[src/hw/rtl/hse_pkg.sv]
// shared types, constants and arithmetic helpers for the spline evaluator
package hse_pkg;

   localparam int MaxSegments = 64;
   localparam int FracBits    = 16;
   localparam int WordsPerSeg = 15;
   localparam int SegBits     = $clog2(MaxSegments);
   localparam int TableDepth  = MaxSegments * WordsPerSeg;
   localparam int AddrBits    = $clog2(TableDepth);

   localparam logic [3:0] SelT0  = 4'd0;
   localparam logic [3:0] SelT1  = 4'd1;
   localparam logic [3:0] SelInv = 4'd2;
   localparam logic [3:0] SelP0  = 4'd3;
   localparam logic [3:0] SelP1  = 4'd6;
   localparam logic [3:0] SelM0  = 4'd9;
   localparam logic [3:0] SelM1  = 4'd12;
   localparam logic [3:0] SelLimit = 4'd15;

   typedef logic signed [31:0] word_type;

   typedef struct packed {
      logic            req_type;
      logic [5:0]      entry_index;
      logic [3:0]      word_select;
      logic [31:0]     write_value;
      logic [31:0]     eval_x;
   } req_payload_type;

   typedef struct packed {
      logic [5:0]      segment_used;
      logic [31:0]     pos_x;
      logic [31:0]     pos_y;
      logic [31:0]     pos_z;
      logic [31:0]     tan_x;
      logic [31:0]     tan_y;
      logic [31:0]     tan_z;
      logic [31:0]     curv_x;
      logic [31:0]     curv_y;
      logic [31:0]     curv_z;
   } rsp_payload_type;

   // controller to datapath
   typedef enum logic [3:0] {
      OP_NONE,
      OP_WRITE,
      OP_LOAD_X,
      OP_CMP_FIRST,
      OP_CMP_LAST,
      OP_CMP_PROBE,
      OP_CAP_T0,
      OP_CAP_INV,
      OP_MUL_T,
      OP_MUL_T2,
      OP_MUL_T3,
      OP_WEIGHTS,
      OP_AXIS
   } dp_op_type;

   typedef struct packed {
      dp_op_type            op;
      logic [AddrBits-1:0]  rd_addr;
      logic [SegBits-1:0]   seg;
      logic [1:0]           axis;
      logic [1:0]           term;
      logic                 last_term;
   } dp_cmd_type;

   // datapath to controller
   typedef struct packed {
      logic x_lt_t0;
      logic x_gt_t1;
   } dp_status_type;

   function automatic logic [AddrBits-1:0] table_addr(logic [SegBits-1:0] seg,
                                                      logic [3:0] sel);
      logic [AddrBits+3:0] a;
      a = AddrBits'(seg) * (AddrBits+4)'(WordsPerSeg) + (AddrBits+4)'(sel);
      return a[AddrBits-1:0];
   endfunction

   function automatic logic signed [31:0] sat32(logic signed [67:0] v);
      if (v > 68'sd2147483647) return 32'sh7fffffff;
      if (v < -68'sd2147483648) return 32'sh80000000;
      return v[31:0];
   endfunction

endpackage

[src/hw/rtl/hse_controller.sv]
// sequencer: segment search, local t and basis accumulation
module hse_controller (
   input  logic                     clock,
   input  logic                     reset,
   input  logic [6:0]               csr_num_segments,
   input  logic                     req_fire,
   input  logic                     req_is_eval,
   output logic                     req_ready,
   input  logic                     rsp_ready,
   output logic                     rsp_valid,
   output logic [5:0]               seg_out,
   output hse_pkg::dp_cmd_type      cmd,
   input  hse_pkg::dp_status_type   status
);
   import hse_pkg::*;

   typedef enum logic [3:0] {
      ST_IDLE, ST_FIRST, ST_LAST, ST_CHK_FIRST, ST_CHK_LAST,
      ST_PROBE0, ST_PROBE1, ST_PROBE_WAIT, ST_PROBE_DEC,
      ST_T0, ST_INV, ST_MUL, ST_AXIS, ST_DONE
   } state_type;

   state_type state_ff, state_in;
   logic [SegBits:0]   lo_ff, lo_in, hi_ff, hi_in;
   logic [SegBits-1:0] seg_ff, seg_in, last_ff, last_in;
   logic [1:0]         axis_ff, axis_in, term_ff, term_in;
   logic [1:0]         mstep_ff, mstep_in;
   logic               rsp_valid_ff, rsp_valid_in;
   logic [6:0]         n_clamped;
   logic [SegBits:0]   mid;
   logic [SegBits+1:0] lohi;
   logic [3:0]         term_sel;

   always_comb begin
      if (csr_num_segments == 7'd0) n_clamped = 7'd1;
      else if (csr_num_segments > 7'(MaxSegments)) n_clamped = 7'(MaxSegments);
      else n_clamped = csr_num_segments;
      lohi = (SegBits+2)'(lo_ff) + (SegBits+2)'(hi_ff);
      mid = lohi[SegBits+1:1];
      case (term_ff)
         2'd0:    term_sel = SelP0;
         2'd1:    term_sel = SelM0;
         2'd2:    term_sel = SelP1;
         default: term_sel = SelM1;
      endcase
   end

   always_comb begin
      state_in = state_ff;
      lo_in = lo_ff; hi_in = hi_ff; seg_in = seg_ff; last_in = last_ff;
      axis_in = axis_ff; term_in = term_ff; mstep_in = mstep_ff;
      rsp_valid_in = rsp_valid_ff;
      cmd = '0;
      cmd.op = OP_NONE;
      cmd.seg = seg_ff;
      req_ready = (state_ff == ST_IDLE) && !rsp_valid_ff;
      if (rsp_valid_ff && rsp_ready) rsp_valid_in = 1'b0;
      case (state_ff)
         ST_IDLE: begin
            if (req_fire) begin
               if (req_is_eval) begin
                  cmd.op = OP_LOAD_X;
                  last_in = SegBits'(n_clamped - 7'd1);
                  cmd.rd_addr = table_addr('0, SelT0);
                  state_in = ST_FIRST;
               end else begin
                  cmd.op = OP_WRITE;
               end
            end
         end
         ST_FIRST: begin
            // data for t0 of segment 0 arrives now
            cmd.op = OP_CMP_FIRST;
            cmd.rd_addr = table_addr(last_ff, SelT1);
            state_in = ST_LAST;
         end
         ST_LAST: begin
            cmd.op = OP_CMP_LAST;
            state_in = ST_CHK_FIRST;
         end
         ST_CHK_FIRST: begin
            if (status.x_lt_t0) begin
               seg_in = '0; state_in = ST_T0;
            end else begin
               state_in = ST_CHK_LAST;
            end
         end
         ST_CHK_LAST: begin
            if (status.x_gt_t1) begin
               seg_in = last_ff; state_in = ST_T0;
            end else begin
               lo_in = '0;
               hi_in = (SegBits+1)'(last_ff);
               state_in = ST_PROBE0;
            end
         end
         ST_PROBE0: begin
            seg_in = mid[SegBits-1:0];
            cmd.rd_addr = table_addr(mid[SegBits-1:0], SelT0);
            state_in = ST_PROBE1;
         end
         ST_PROBE1: begin
            cmd.op = OP_CMP_PROBE; cmd.term = 2'd0;
            cmd.rd_addr = table_addr(seg_ff, SelT1);
            state_in = ST_PROBE_WAIT;
         end
         ST_PROBE_WAIT: begin
            cmd.op = OP_CMP_PROBE; cmd.term = 2'd1;
            state_in = ST_PROBE_DEC;
         end
         ST_PROBE_DEC: begin
            if (!status.x_lt_t0 && !status.x_gt_t1) begin
               state_in = ST_T0;
            end else begin
               if (status.x_lt_t0) begin
                  // t0 > x
                  if (seg_ff == '0) state_in = ST_T0;
                  else begin
                     hi_in = (SegBits+1)'(seg_ff) - 1'b1;
                     state_in = ((SegBits+1)'(seg_ff) - 1'b1 < lo_ff) ? ST_T0 : ST_PROBE0;
                  end
               end else begin
                  lo_in = (SegBits+1)'(seg_ff) + 1'b1;
                  state_in = ((SegBits+1)'(seg_ff) + 1'b1 > hi_ff) ? ST_T0 : ST_PROBE0;
               end
            end
         end
         ST_T0: begin
            cmd.rd_addr = table_addr(seg_ff, SelT0);
            mstep_in = 2'd0;
            state_in = ST_INV;
         end
         ST_INV: begin
            cmd.op = OP_CAP_T0;
            cmd.rd_addr = table_addr(seg_ff, SelInv);
            state_in = ST_MUL;
         end
         ST_MUL: begin
            mstep_in = mstep_ff + 2'd1;
            case (mstep_ff)
               2'd0: cmd.op = OP_MUL_T;
               2'd1: cmd.op = OP_MUL_T2;
               2'd2: cmd.op = OP_MUL_T3;
               default: begin
                  cmd.op = OP_WEIGHTS;
                  axis_in = '0; term_in = '0;
                  cmd.rd_addr = table_addr(seg_ff, SelP0);
                  state_in = ST_AXIS;
               end
            endcase
         end
         ST_AXIS: begin
            // word for (axis, term) is on the read port; prefetch the next
            cmd.op = OP_AXIS;
            cmd.axis = axis_ff;
            cmd.term = term_ff;
            cmd.last_term = (term_ff == 2'd3);
            if (term_ff == 2'd3) begin
               term_in = '0;
               axis_in = axis_ff + 2'd1;
               cmd.rd_addr = table_addr(seg_ff, SelP0 + 4'(axis_ff) + 4'd1);
               if (axis_ff == 2'd2) state_in = ST_DONE;
            end else begin
               term_in = term_ff + 2'd1;
               case (term_ff)
                  2'd0:    cmd.rd_addr = table_addr(seg_ff, SelM0 + 4'(axis_ff));
                  2'd1:    cmd.rd_addr = table_addr(seg_ff, SelP1 + 4'(axis_ff));
                  default: cmd.rd_addr = table_addr(seg_ff, SelM1 + 4'(axis_ff));
               endcase
            end
            if (term_sel == SelLimit) state_in = ST_IDLE;
         end
         ST_DONE: begin
            rsp_valid_in = 1'b1;
            state_in = ST_IDLE;
         end
         default: state_in = ST_IDLE;
      endcase
   end

   always_ff @(posedge clock) begin
      if (reset) begin
         state_ff <= ST_IDLE;
         rsp_valid_ff <= 1'b0;
      end else begin
         state_ff <= state_in;
         rsp_valid_ff <= rsp_valid_in;
      end
      lo_ff <= lo_in; hi_ff <= hi_in; seg_ff <= seg_in; last_ff <= last_in;
      axis_ff <= axis_in; term_ff <= term_in; mstep_ff <= mstep_in;
   end

   assign rsp_valid = rsp_valid_ff;
   assign seg_out = 6'(seg_ff);
endmodule

[config.mk]
export PLATFORM = sky130hd
export DESIGN_NAME = hse_controller
export DESIGN_NICKNAME = d
export VERILOG_FILES = /design/src/hw/rtl/hse_pkg.sv /design/src/hw/rtl/hse_controller.sv
export SDC_FILE = /design/constraint.sdc
export NUM_CORES = 1
export LEC_CHECK = 0
export ABC_AREA = 1
export CAP_MARGIN = 5
export CORE_MARGIN = 5
export CORE_UTILIZATION = 55
export DETAILED_ROUTE_END_ITERATION = 16
export DONT_BUFFER_PORTS = 1
export PLACE_DENSITY = 0.75
export SLEW_MARGIN = 10
export SYNTH_ARGS = -nofsm -noshare
export SYNTH_HDL_FRONTEND = slang
export SYNTH_SLANG_ARGS = --single-unit
[constraint.sdc]
create_clock -name clock -period 4.8 [get_ports clock]
set_input_delay 0.96 -clock clock [delete_from_list [all_inputs] [get_ports clock]]
set_output_delay 0.96 -clock clock [all_outputs]
set_load 0.01 [all_outputs]
Word-level counts from Yosys, hierarchy flattened
Cells that the tools add are included.
- register bits: 37
- output and inout port bits: 33
- word-level logic and storage cells: 141
- add/subtract/negate cells: 20
- multipliers: 3
- order comparisons: 3
- equality and inequality tests: 33
- mux-type cells: 48
- reductions and logical operators: 25
- operator list (operator ; number):
    $pmux 10 s8 ; 1
    $mux 4 ; 13
    $pmux 4 s13 ; 1
    $mux 7 ; 7
    $add 10x4->10 ; 4
    $mul 6x4->10 const B ; 3
    $eq 4x4->1 const B ; 7
    $pmux 4 s7 ; 1
    $pmux 7 s2 ; 2
    $mux 6 ; 4
    $ne 2x2->1 const B ; 11
    $add 10x1->10 const B ; 2
    $add 10x2->10 const B ; 2
    $mux 10 ; 2
    $pmux 10 s2 ; 1
    $pmux 6 s3 ; 1
    $eq 4x3->1 const B ; 4
    $pmux 2 s2 ; 4
    $mux 12 ; 1
    $pmux 4 s3 ; 1
    $mux 2 ; 5
    $reduce_and 5->1 ; 2
    $reduce_and 3->1 ; 3
    $eq 2x2->1 const B ; 4
    other kinds (31) ; 46

Depth between registers and ports, before layout
Gate-level depths: netlist of run 1.
- depth after elaboration: 7
- mapped depth: 24
- mapped depth without buffers: 24

Worst setup path after synthesis of run 1
No wires, ideal clock.
- path type: reg2out
- start point: register lo_ff[2]
- end point: output cmd[19] (netlist bit)
- arrival time: 3.923 ns
- path slack: -0.083 ns
- stages on the path, launching flop included: 25
- path buffers: 0
- cell sequence: edfxtp_1 > ha_1 > a21oi_1 > o21ai_0 > a21oi_1 > nor2_1 > nor2_1 > xor2_1 > inv_1 > fa_1 > inv_1 > fa_1 > inv_1 > ha_1 > nand2_1 > nand2_1 > nand2_1 > nand2_1 > a21oi_1 > nor2_1 > nor2_1 > nand2_1 > nand2_1 > nor2_1 > nand2_1
- RTL lines (item ; RTL line ; text):
    start: declaration ; hse_controller.sv:24 ; logic [SegBits:0] lo_ff, lo_in, hi_ff, hi_in;
    start signal: assignment ; hse_controller.sv:189 ; lo_ff <= lo_in; hi_ff <= hi_in; seg_ff <= seg_in; last_ff <= last_in;
    end: declaration ; hse_controller.sv:12 ; output hse_pkg::dp_cmd_type cmd,

==> results of run 1 <==
[registers in the layout, indices dropped and copies added (netlist names)]
name,flops
state_ff,4
rsp_valid,1
last_ff,6
lo_ff,7
mstep_ff,2
term_ff,2
seg_out,6
hi_ff,7
axis_ff,2
[metrics by stage]
stage	TNS (ns)	setup WS (ns)	area [µm²]	hold slack (ns)
detailed placement	-0.542	-0.151	6230	0.518
global placement	-0.0576	-0.0388	6230	0.509
floorplan	0	0.0301	5880	0.487
global route	-2.79	-0.539	6690	0.571
CTS	-0.785	-0.211	6570	0.532
finish	-1.68	-0.389	6690	0.530
[timing repair]
item,in CTS,in global routing
pin swaps,21,16
endpoints found under the setup margin,7,7
gates resized for setup,38,21
hold buffers,0,0
setup buffers,9,4
endpoints found under the hold margin,0,0
[power breakdown]
| part | internal (mW) | switching [mW] |
|---|---|---|
| Clock | 0.103 | 0.141 |
| Combinational | 0.326 | 0.601 |
| Sequential | 0.363 | 0.0171 |
[metal layers]
metal / up-vias / part of all wire / wire (µm) / track usage
li1: 2741 / - / - / -
met2: 284 / 0.46 / 7830 / 0.437
met4: 0 / 0.031 / 531 / 0.0865
met3: 44 / 0.085 / 1460 / 0.0561
met1: 2682 / 0.43 / 7310 / 0.354
met5: - / 0 / 0 / 0
[cells in the final DEF, fill, tap and decap left out, drive strengths merged, types with 2 or more instances in the layout]
master	netlist	layout
a211oi	5	5
a21boi	2	2
a21o	2	2
a21oi	45	45
a221oi	2	2
a31oi	2	2
buf	10	47
clkbuf	2	5
clkinv	1	2
dfxtp	5	5
edfxtp	32	32
fa	31	31
ha	92	92
inv	144	145
nand2	169	169
nand3	68	68
nand4	4	4
nor2	87	87
nor3	8	8
nor4	2	2
o2111ai	6	6
o21a	2	2
o21ai	46	46
o221ai	2	2
o22ai	10	10
o311ai	2	2
or2	3	3
xnor2	8	8
xor2	16	16
[logic make-up after synthesis]
kind of cell | count (synthesis) | synth area share
DFF | 37 | 0.181
and+or+nand+nor | 342 | 0.246
buffers and inverters | 157 | 0.105
AOI/OAI and AO/OA | 131 | 0.130
xor gates and xnor gates | 24 | 0.0358
adders and majority gates | 123 | 0.302
[critical path: cells and delay by family, from the launching register on]
family | cells | cell delay (ns)
fa+ha+maj | 4 | 1.43
compound gates | 7 | 0.93
simple gates | 4 | 0.52
flops | 1 | 0.46
buf+inv | 4 | 0.42
xor+xnor | 1 | 0.16
[cells in the mapped netlist (6+ instances only)]
cell type,number,area share
nor2_1,82,0.052
fa_1,31,0.11
o21ai_0,45,0.038
nand2_1,164,0.10
ha_1,92,0.20
nor3_1,8,0.0068
nand3_1,68,0.058
xor2_1,16,0.024
inv_1,143,0.091
o2111ai_1,6,0.0090
xnor2_1,8,0.012
a21oi_1,45,0.038
buf_4,7,0.0090
edfxtp_1,32,0.16
o22ai_1,10,0.011
[how the worst max path moves through the flow]
stage / end / startpoint / cells after the start / slack [ns]
floorplan: cmd[19] / lo_ff[2] / 24 / 0.03
global placement: cmd[19] / lo_ff[2] / 24 / -0.04
detailed placement: cmd[19] / lo_ff[2] / 24 / -0.15
CTS: cmd[19] / hi_ff[2] / 25 / -0.21
global route: cmd[17] / lo_ff[2] / 22 / -0.54
finish: cmd[20] / lo_ff[3] / 20 / -0.39
[layout make-up]
cell class | instances | area [µm²]
fillers | 945 | 3680
clock inverters | 3 | 21.3
multi-input cells | 620 | 4460
flip-flops and latches | 37 | 1060
repair buffers | 47 | 364
clock buffers | 5 | 68.8
well taps | 136 | 170
inverters | 145 | 544
==> reports/metrics.yaml, run 1 <==
route:
  vias_per_cell: 5.79
  drt_iter0_markers: 486
  dr.pass1.iters: 5
  wire_per_inst_um: 17.2
  vias: 5751
  final_antenna_net_count: 0
  drc: 0
  wl_um: 17100
logic_synthesis:
  synth_cell_type_count: 42
  ys_warn_count: 0
  netlist_instances: 814
  synth_edf_count: 32
  ys.flop_type: "edfxtp_1"
  ys_ff_latch: 37
  ys_seq_area_frac: 0.181
  syn_area_per_cell_um2: 7.21
  ys_async_sr_fraction: 0
  netlist_area_mm2: 0.00587
  synth_fp_nets: 951
outcome:
  failed_checks: "negative setup slack"
  outcome: "finished with violations"
run:
  drv_cap: 0
die:
  start_util: 0.566
  die_h_um: 113
  core_area_mm2: 0.0104
  num_rows: 37
  die_w_um: 113
  ios: 47
  dieArea_mm2: 0.0128
worst_setup_path:
  cp.required_ns: 3.84
  r2r_start: "seg_out[0]"
  crit_top_cell: "a21oi_1"
  slowest_stage: "fa_1"
  cp.arrival_ns: 4.23
  endpoint_kind: "output pin"
  path_cells: "ha_4 -> a21oi_1 -> o21ai_4 -> buf_4 -> buf_4 -> a21o_1 -> a21oi_1 -> xnor2_1 -> inv_1 -> fa_1 -> inv_1 -> ha_1 -> ha_4 -> nand2_2 -> nor3_2 -> nand2_1 -> o311ai_2 -> a21oi_1 -> o21ai_1 -> nand3b_1"
  rr_endpoint: "state_ff[2]"
  rrSetupSlack_ns: 1.65
  start_kind: "register"
  reg2reg_depth: 16
  critPathMaxStageDelay_ns: 0.49
  crit_type: "register to output pin"
  cp_max_fo: 5
final_layout:
  nets: 993
  drive_above_1_share: 0.137
  synthToLayoutAreaGrowth_pct: 14.0
  fin_cells: 993
  final_core_util: 0.645
  num_antenna_cells: 0
timing:
  hold_viol: 0
  period_share: 1.08
  relSlewSlack: 0.560
  final-setup-viol-count: 7
  fin_worst_skew_ns: 0.0109
  slew_violations: 0
  max_freq_mhz: 193
  fin_ws_ns: -0.389
  worstMarginPinSlew_ns: 0.657
  rsz0062_at_grt: "yes"
  post-route-min-period_ns: 5.19
clock_network:
  cts_max_level: 2
  cts_tree: "built"
  cts.sinks: 37
  insertion_delay_ns: 0.31
  cts.path.max_buffers: 2
  cts_root_buf: "clkbuf_8"
  cts-buffers-inserted: 5
  clk_pin_slew_worst_paths_ns: 0.09
placed_design:
  place_inst: 972
  gp_congestion: 0.995
  hpwl_um: 13500
  portBuffers: 0
hold_path:
  whs_endpoint: "rsp_valid"
  hold_path.startpoint: "rsp_valid"
  hp-class: "register to register"
  hold_depth: 2
grt:
  grt_pass1_wl_um: 27600
  antenna_found_initial: 0
  grt_overflow_total: 0
  grt_start_max_net_pins: 17
  grt_pass1_vias: 5665
  track_usage: 0.267
power:
  finalPower_mw: 1.55
  leakage_nw: 3.26
  power_density_mw_per_mm2: 232
  irDropWorstVdd_uv: 151
(Power assumes the default switching activity.)
==> run 2: changes to the inputs <==
--- a/config.mk
+++ b/config.mk
@@ -12,6 +12,7 @@
 export DETAILED_ROUTE_END_ITERATION = 16
 export DONT_BUFFER_PORTS = 1
 export PLACE_DENSITY = 0.75
+export RECOVER_POWER = 100
 export SLEW_MARGIN = 10
 export SYNTH_ARGS = -nofsm -noshare
 export SYNTH_HDL_FRONTEND = slang
==> run 2 against run 1 <==
Effect of this change: the flow still finishes with violations (negative setup slack); clock-buffer cell count unchanged; power down 0.16%; cell count unchanged; highest routed layer unchanged; first-iteration DRC count up 12%; non-clock buffer count unchanged; global-route usage unchanged; sequential power about the same; clock power about the same; flip-flop and latch count unchanged; largest cell class unchanged; die area unchanged.
==> reports/metrics.yaml, run 2 (synthesis gave the netlist of run 1 again) <==
clock_network:
  cts_max_level: 2
  insertion_delay_ns: 0.31
  cts.path.max_buffers: 2
  cts_tree: "built"
  cts.sinks: 37
  cts-hold-fix-buffers: 0
  cts_root_buf: "clkbuf_8"
  cts-buffers-inserted: 5
  clk_pin_slew_worst_paths_ns: 0.09
placed_design:
  hpwl_um: 13500
  dpl_worst_slack_ns: -0.151
  gp_congestion: 0.995
  portBuffers: 0
timing:
  relSlewSlack: 0.350
  hold_viol: 0
  max_freq_mhz: 193
  post-route-min-period_ns: 5.18
  fin_ws_ns: -0.385
  slew_violations: 0
  tns_ns: -1.66
  period_share: 1.08
  worstMarginPinSlew_ns: 0.972
  fin_worst_skew_ns: 0.0113
  final-setup-viol-count: 7
  rsz0062_at_grt: "yes"
worst_setup_path:
  crit_family: "adder cells"
  rrSetupSlack_ns: 1.49
  start_kind: "register"
  slowest_stage: "fa_1"
  path_cells: "ha_4 -> a21oi_1 -> o21ai_4 -> buf_4 -> buf_4 -> a21o_1 -> a21oi_1 -> xnor2_1 -> inv_1 -> fa_1 -> inv_1 -> ha_1 -> ha_4 -> nand2_2 -> nor3_2 -> nand2_1 -> o311ai_2 -> a21oi_1 -> o21ai_1 -> nand3b_1"
  crit_top_cell: "a21oi_1"
  path_buf_inv: 4
  crit_type: "register to output pin"
  cp.required_ns: 3.84
  cp.arrival_ns: 4.22
  cp_max_fo: 5
  critPathMaxStageDelay_ns: 0.49
  endpoint_kind: "output pin"
power:
  irDropWorstVdd_uv: 152
  power_density_mw_per_mm2: 233
  leakage_nw: 3.24
final_layout:
  top_regs: "hi_ff (7), lo_ff (7)"
  num_antenna_cells: 0
  layout_commonest_cell: "nand2_1"
  synthToLayoutAreaGrowth_pct: 13.4
  layout_common_cells: "nand2_1 (156), inv_1 (136), ha_1 (86)"
  drive_above_1_share: 0.128
  nets: 993
  final_core_util: 0.642
die:
  start_util: 0.566
  num_rows: 37
  dieArea_mm2: 0.0128
  die_h_um: 113
  die_w_um: 113
  core_area_mm2: 0.0104
  ios: 47
route:
  drt_iter0_markers: 544
  vias: 5718
  final_antenna_net_count: 0
  dr.pass1.iters: 7
  vias_per_cell: 5.76
  wire_per_inst_um: 17.2
  drc: 0
  wl_um: 17100
hold_path:
  hp-class: "register to register"
grt:
  grt_pass1_vias: 5665
  antenna_found_initial: 0
  grt_start_max_net_pins: 17
  track_usage: 0.267
  grt_pass1_wl_um: 27600
  grt_overflow_total: 0
run:
  drv_cap: 0
outcome:
  failed_checks: "negative setup slack"
  outcome: "finished with violations"
-- run 2: cell types whose count changed in the layout (fill, tap and decap cells not counted), sizes merged --
cell / before / now
clkbuf: 5 / 10
buf: 47 / 42
-- run 2: layout make-up --
| type | count | area [µm²] |
|---|---|---|
| flip-flops and latches | 37 | 1060 |
| inverters | 145 | 544 |
| well taps | 136 | 170 |
| clock inverters | 3 | 21.3 |
| fillers | 952 | 3710 |
| repair buffers | 47 | 345 |
| clock buffers | 5 | 68.8 |
| multi-input cells | 620 | 4450 |
-- run 2: stage by stage --
step | hold slack, ns | cells | power, mW | cell area, µm²
finish | 0.529 | 993 | 1.55 | 6660
floorplan | 0.487 | 814 | 1.00 | 5880
detailed placement | 0.518 | 972 | 1.22 | 6230
global route | 0.571 | 993 | 1.68 | 6660
global placement | 0.509 | 972 | 1.20 | 6230
CTS | 0.532 | 989 | 1.51 | 6570
-- run 2: routing by layer --
| metal | track usage | share of wire | vias up |
|---|---|---|---|
| li1 | - | - | 2741 |
| met1 | 0.354 | 0.42 | 2658 |
| met2 | 0.437 | 0.46 | 270 |
| met3 | 0.0561 | 0.086 | 49 |
| met4 | 0.0865 | 0.034 | 0 |
| met5 | 0 | 0 | - |
-- run 2: path summary, 6_finish.rpt --
kind,from,cells after the start,end
max,lo_ff[3],20,cmd[20]
min,state_ff[3],2,state_ff[3]
max reg2reg,seg_out[0],15,state_ff[2]
min reg2reg,state_ff[3],2,state_ff[3]
-- run 2: report_power, final --
group          switching (mW)  leakage, nW  internal [mW]
clock                   0.142       0.0445          0.103
sequential             0.0172        0.330          0.363
combinational           0.598         2.87          0.325
-- run 2: repair_timing --
item / in CTS / in global routing
resized for setup: 38 / 21
pin swaps: 21 / 16
endpoints found under the hold margin: 0 / 0
setup endpoints to repair: 7 / 7
setup buffers: 9 / 4
-- run 2: worst reg2reg max path, stage by stage (launching register included) --
cell and delay (ns):
edfxtp_1 0.39, clkbuf_1 0.42, inv_1 0.13, ha_1 0.39
buf_4 0.21, inv_1 0.08, buf_4 0.18, ha_1 0.28
nand3_1 0.08, a21boi_0 0.25, o21ai_0 0.13, nand2_1 0.09
nand2_1 0.05, o21ai_0 0.36, a21oi_1 0.12, nor2_1 0.09
==> run 3: changes to the inputs <==
--- a/config.mk
+++ b/config.mk
@@ -7,7 +7,6 @@
 export LEC_CHECK = 0
 export ABC_AREA = 1
 export CAP_MARGIN = 5
-export CORE_MARGIN = 5
 export CORE_UTILIZATION = 55
 export DETAILED_ROUTE_END_ITERATION = 16
 export DONT_BUFFER_PORTS = 1
==> run 3 against run 2 <==
Effect of this change: the run still ends with negative setup slack left; setup slack gained 0.11 ns; sequential share of layout area grew 0.15 points; cell count shrank 0.81%; die area shrank 14%; largest cell class unchanged.
==> reports/metrics.yaml, run 3 (synthesis gave the netlist of run 1 again) <==
grt:
  grt_start_max_net_pins: 17
  track_usage: 0.305
  antenna_found_initial: 0
  grt_pass1_vias: 5445
  grt_overflow_total: 0
  grt_pass1_wl_um: 26400
worst_setup_path:
  cp.arrival_ns: 4.11
  endpoint_kind: "output pin"
  reg2reg_depth: 15
  rrSetupSlack_ns: 1.58
  r2r_start: "seg_out[1]"
  crit_type: "register to output pin"
  cp_max_fo: 4
  crit_end: "cmd[17]"
  start_kind: "register"
  critPathLaunch: "lo_ff[2]"
  rr_endpoint: "state_ff[2]"
  cp.required_ns: 3.84
clock_network:
  cts.path.max_buffers: 2
  cts_tree: "built"
  clk_pin_slew_worst_paths_ns: 0.09
  cts.sinks: 37
  cts-hold-fix-buffers: 0
  cts_max_level: 2
  insertion_delay_ns: 0.31
  cts-buffers-inserted: 5
  cts_root_buf: "clkbuf_8"
timing:
  post-route-min-period_ns: 5.07
  period_share: 1.06
  rsz0062_at_grt: "yes"
  slew_violations: 0
  max_freq_mhz: 197
  worstMarginPinSlew_ns: 0.856
  fin_worst_skew_ns: 0.00887
  relSlewSlack: 0.427
  hold_viol: 0
  fin_ws_ns: -0.271
  final-setup-viol-count: 6
final_layout:
  top_regs: "hi_ff (7), lo_ff (7)"
  num_antenna_cells: 0
  fill_cells: 873
  layout_common_cells: "nand2_1 (156), inv_1 (137), ha_1 (87)"
  layout_commonest_cell: "nand2_1"
  fin_cells: 985
  multi_input_area_mm2: 0.00441
  drive_above_1_share: 0.121
  nets: 985
  final_core_util: 0.639
  synthToLayoutAreaGrowth_pct: 12.3
  seqCellArea_mm2: 0.00106
power:
  irDropWorstVdd_uv: 222
  finalPower_mw: 1.58
  leakage_nw: 3.24
  power_density_mw_per_mm2: 239
die:
  die_w_um: 105
  die_h_um: 105
  start_util: 0.569
  num_rows: 37
  core_area_mm2: 0.0103
  dieArea_mm2: 0.0111
  ios: 47
placed_design:
  portBuffers: 0
  hpwl_um: 13300
  dpl_worst_slack_ns: -0.116
  gp_congestion: 1.02
  place_inst: 974
route:
  vias_per_cell: 5.71
  vias: 5624
  final_antenna_net_count: 0
  wire_per_inst_um: 16.8
  dr.pass1.iters: 5
  drt_iter0_markers: 485
  wl_um: 16500
  drc: 0
run:
  drv_cap: 0
outcome:
  outcome: "finished with violations"
  failed_checks: "negative setup slack"
hold_path:
  hp-class: "register to register"
[run 3: changes by cell type in the layout (fill, tap and decap cells not counted), sizes merged]
| cell | before | now |
|---|---|---|
| clkinvlp | 1 | 0 |
| clkbuf | 10 | 7 |
| buf | 42 | 37 |
| bufinv | 0 | 1 |
[run 3: worst min-delay path by stage]
stage | endpoint | start | slack [ns] | depth (start not counted)
2_1_floorplan | state_ff[3] | state_ff[3] | 0.49 | 2
3_3_place_gp | state_ff[3] | state_ff[3] | 0.51 | 2
4_1_cts | rsp_valid | state_ff[2] | 0.53 | 2
3_5_place_dp | rsp_valid | rsp_valid | 0.51 | 2
6_report | rsp_valid | state_ff[2] | 0.53 | 2
5_1_grt | rsp_valid | rsp_valid | 0.55 | 2
[run 3: cell type report]
cell class                 instances  share of cell area
clock buffer                       5              0.0104
inverter                         145              0.0825
multi-input combinational        620               0.669
tap                              136              0.0258
timing repair buffer              39              0.0444
sequential                        37               0.161
clock inverter                     3             0.00664
[run 3: through the flow]
stage	TNS, ns	area [µm²]	hold WS, ns
2_1_floorplan	0	5880	0.487
3_3_place_gp	-0.0525	6240	0.507
3_5_place_dp	-0.441	6240	0.511
4_1_cts	-1.09	6470	0.526
5_1_grt	-2.33	6590	0.548
6_report	-1.07	6590	0.525
[run 3: power by group]
| group | switching [mW] | total [mW] | internal, mW |
|---|---|---|---|
| registers | 0.0184 | 0.381 | 0.363 |
| logic | 0.591 | 0.901 | 0.310 |
| clock network | 0.138 | 0.294 | 0.156 |
| total | 0.748 | 1.58 | 0.829 |
[run 3: repair_timing]
item,4_1_cts,5_1_grt
resized for setup,28,25
setup endpoints to repair,7,7
hold endpoints to repair,0,0
pin swaps,29,22
setup buffers,1,2
[run 3: per-layer routing]
layer,part of all wire,track usage
met1,0.43,0.383
met2,0.47,0.524
met3,0.070,0.0507
met4,0.035,0.115
met5,0,0
[run 3: critical path, stage by stage, from the launching register on]
cell	delay [ns]
edfxtp_1	0.44
ha_4	0.29
a21oi_4	0.17
o21ai_4	0.10
xor2_2	0.17
buf_4	0.15
fa_1	0.49
inv_2	0.05
fa_1	0.55
inv_1	0.06
fa_2	0.33
inv_2	0.07
nand2_2	0.06
nand2_2	0.07
nand2_2	0.05
nand2_2	0.06
nand2_1	0.07
buf_4	0.14
nand2_2	0.05
o22ai_2	0.06
a31oi_1	0.17
nand4_1	0.20
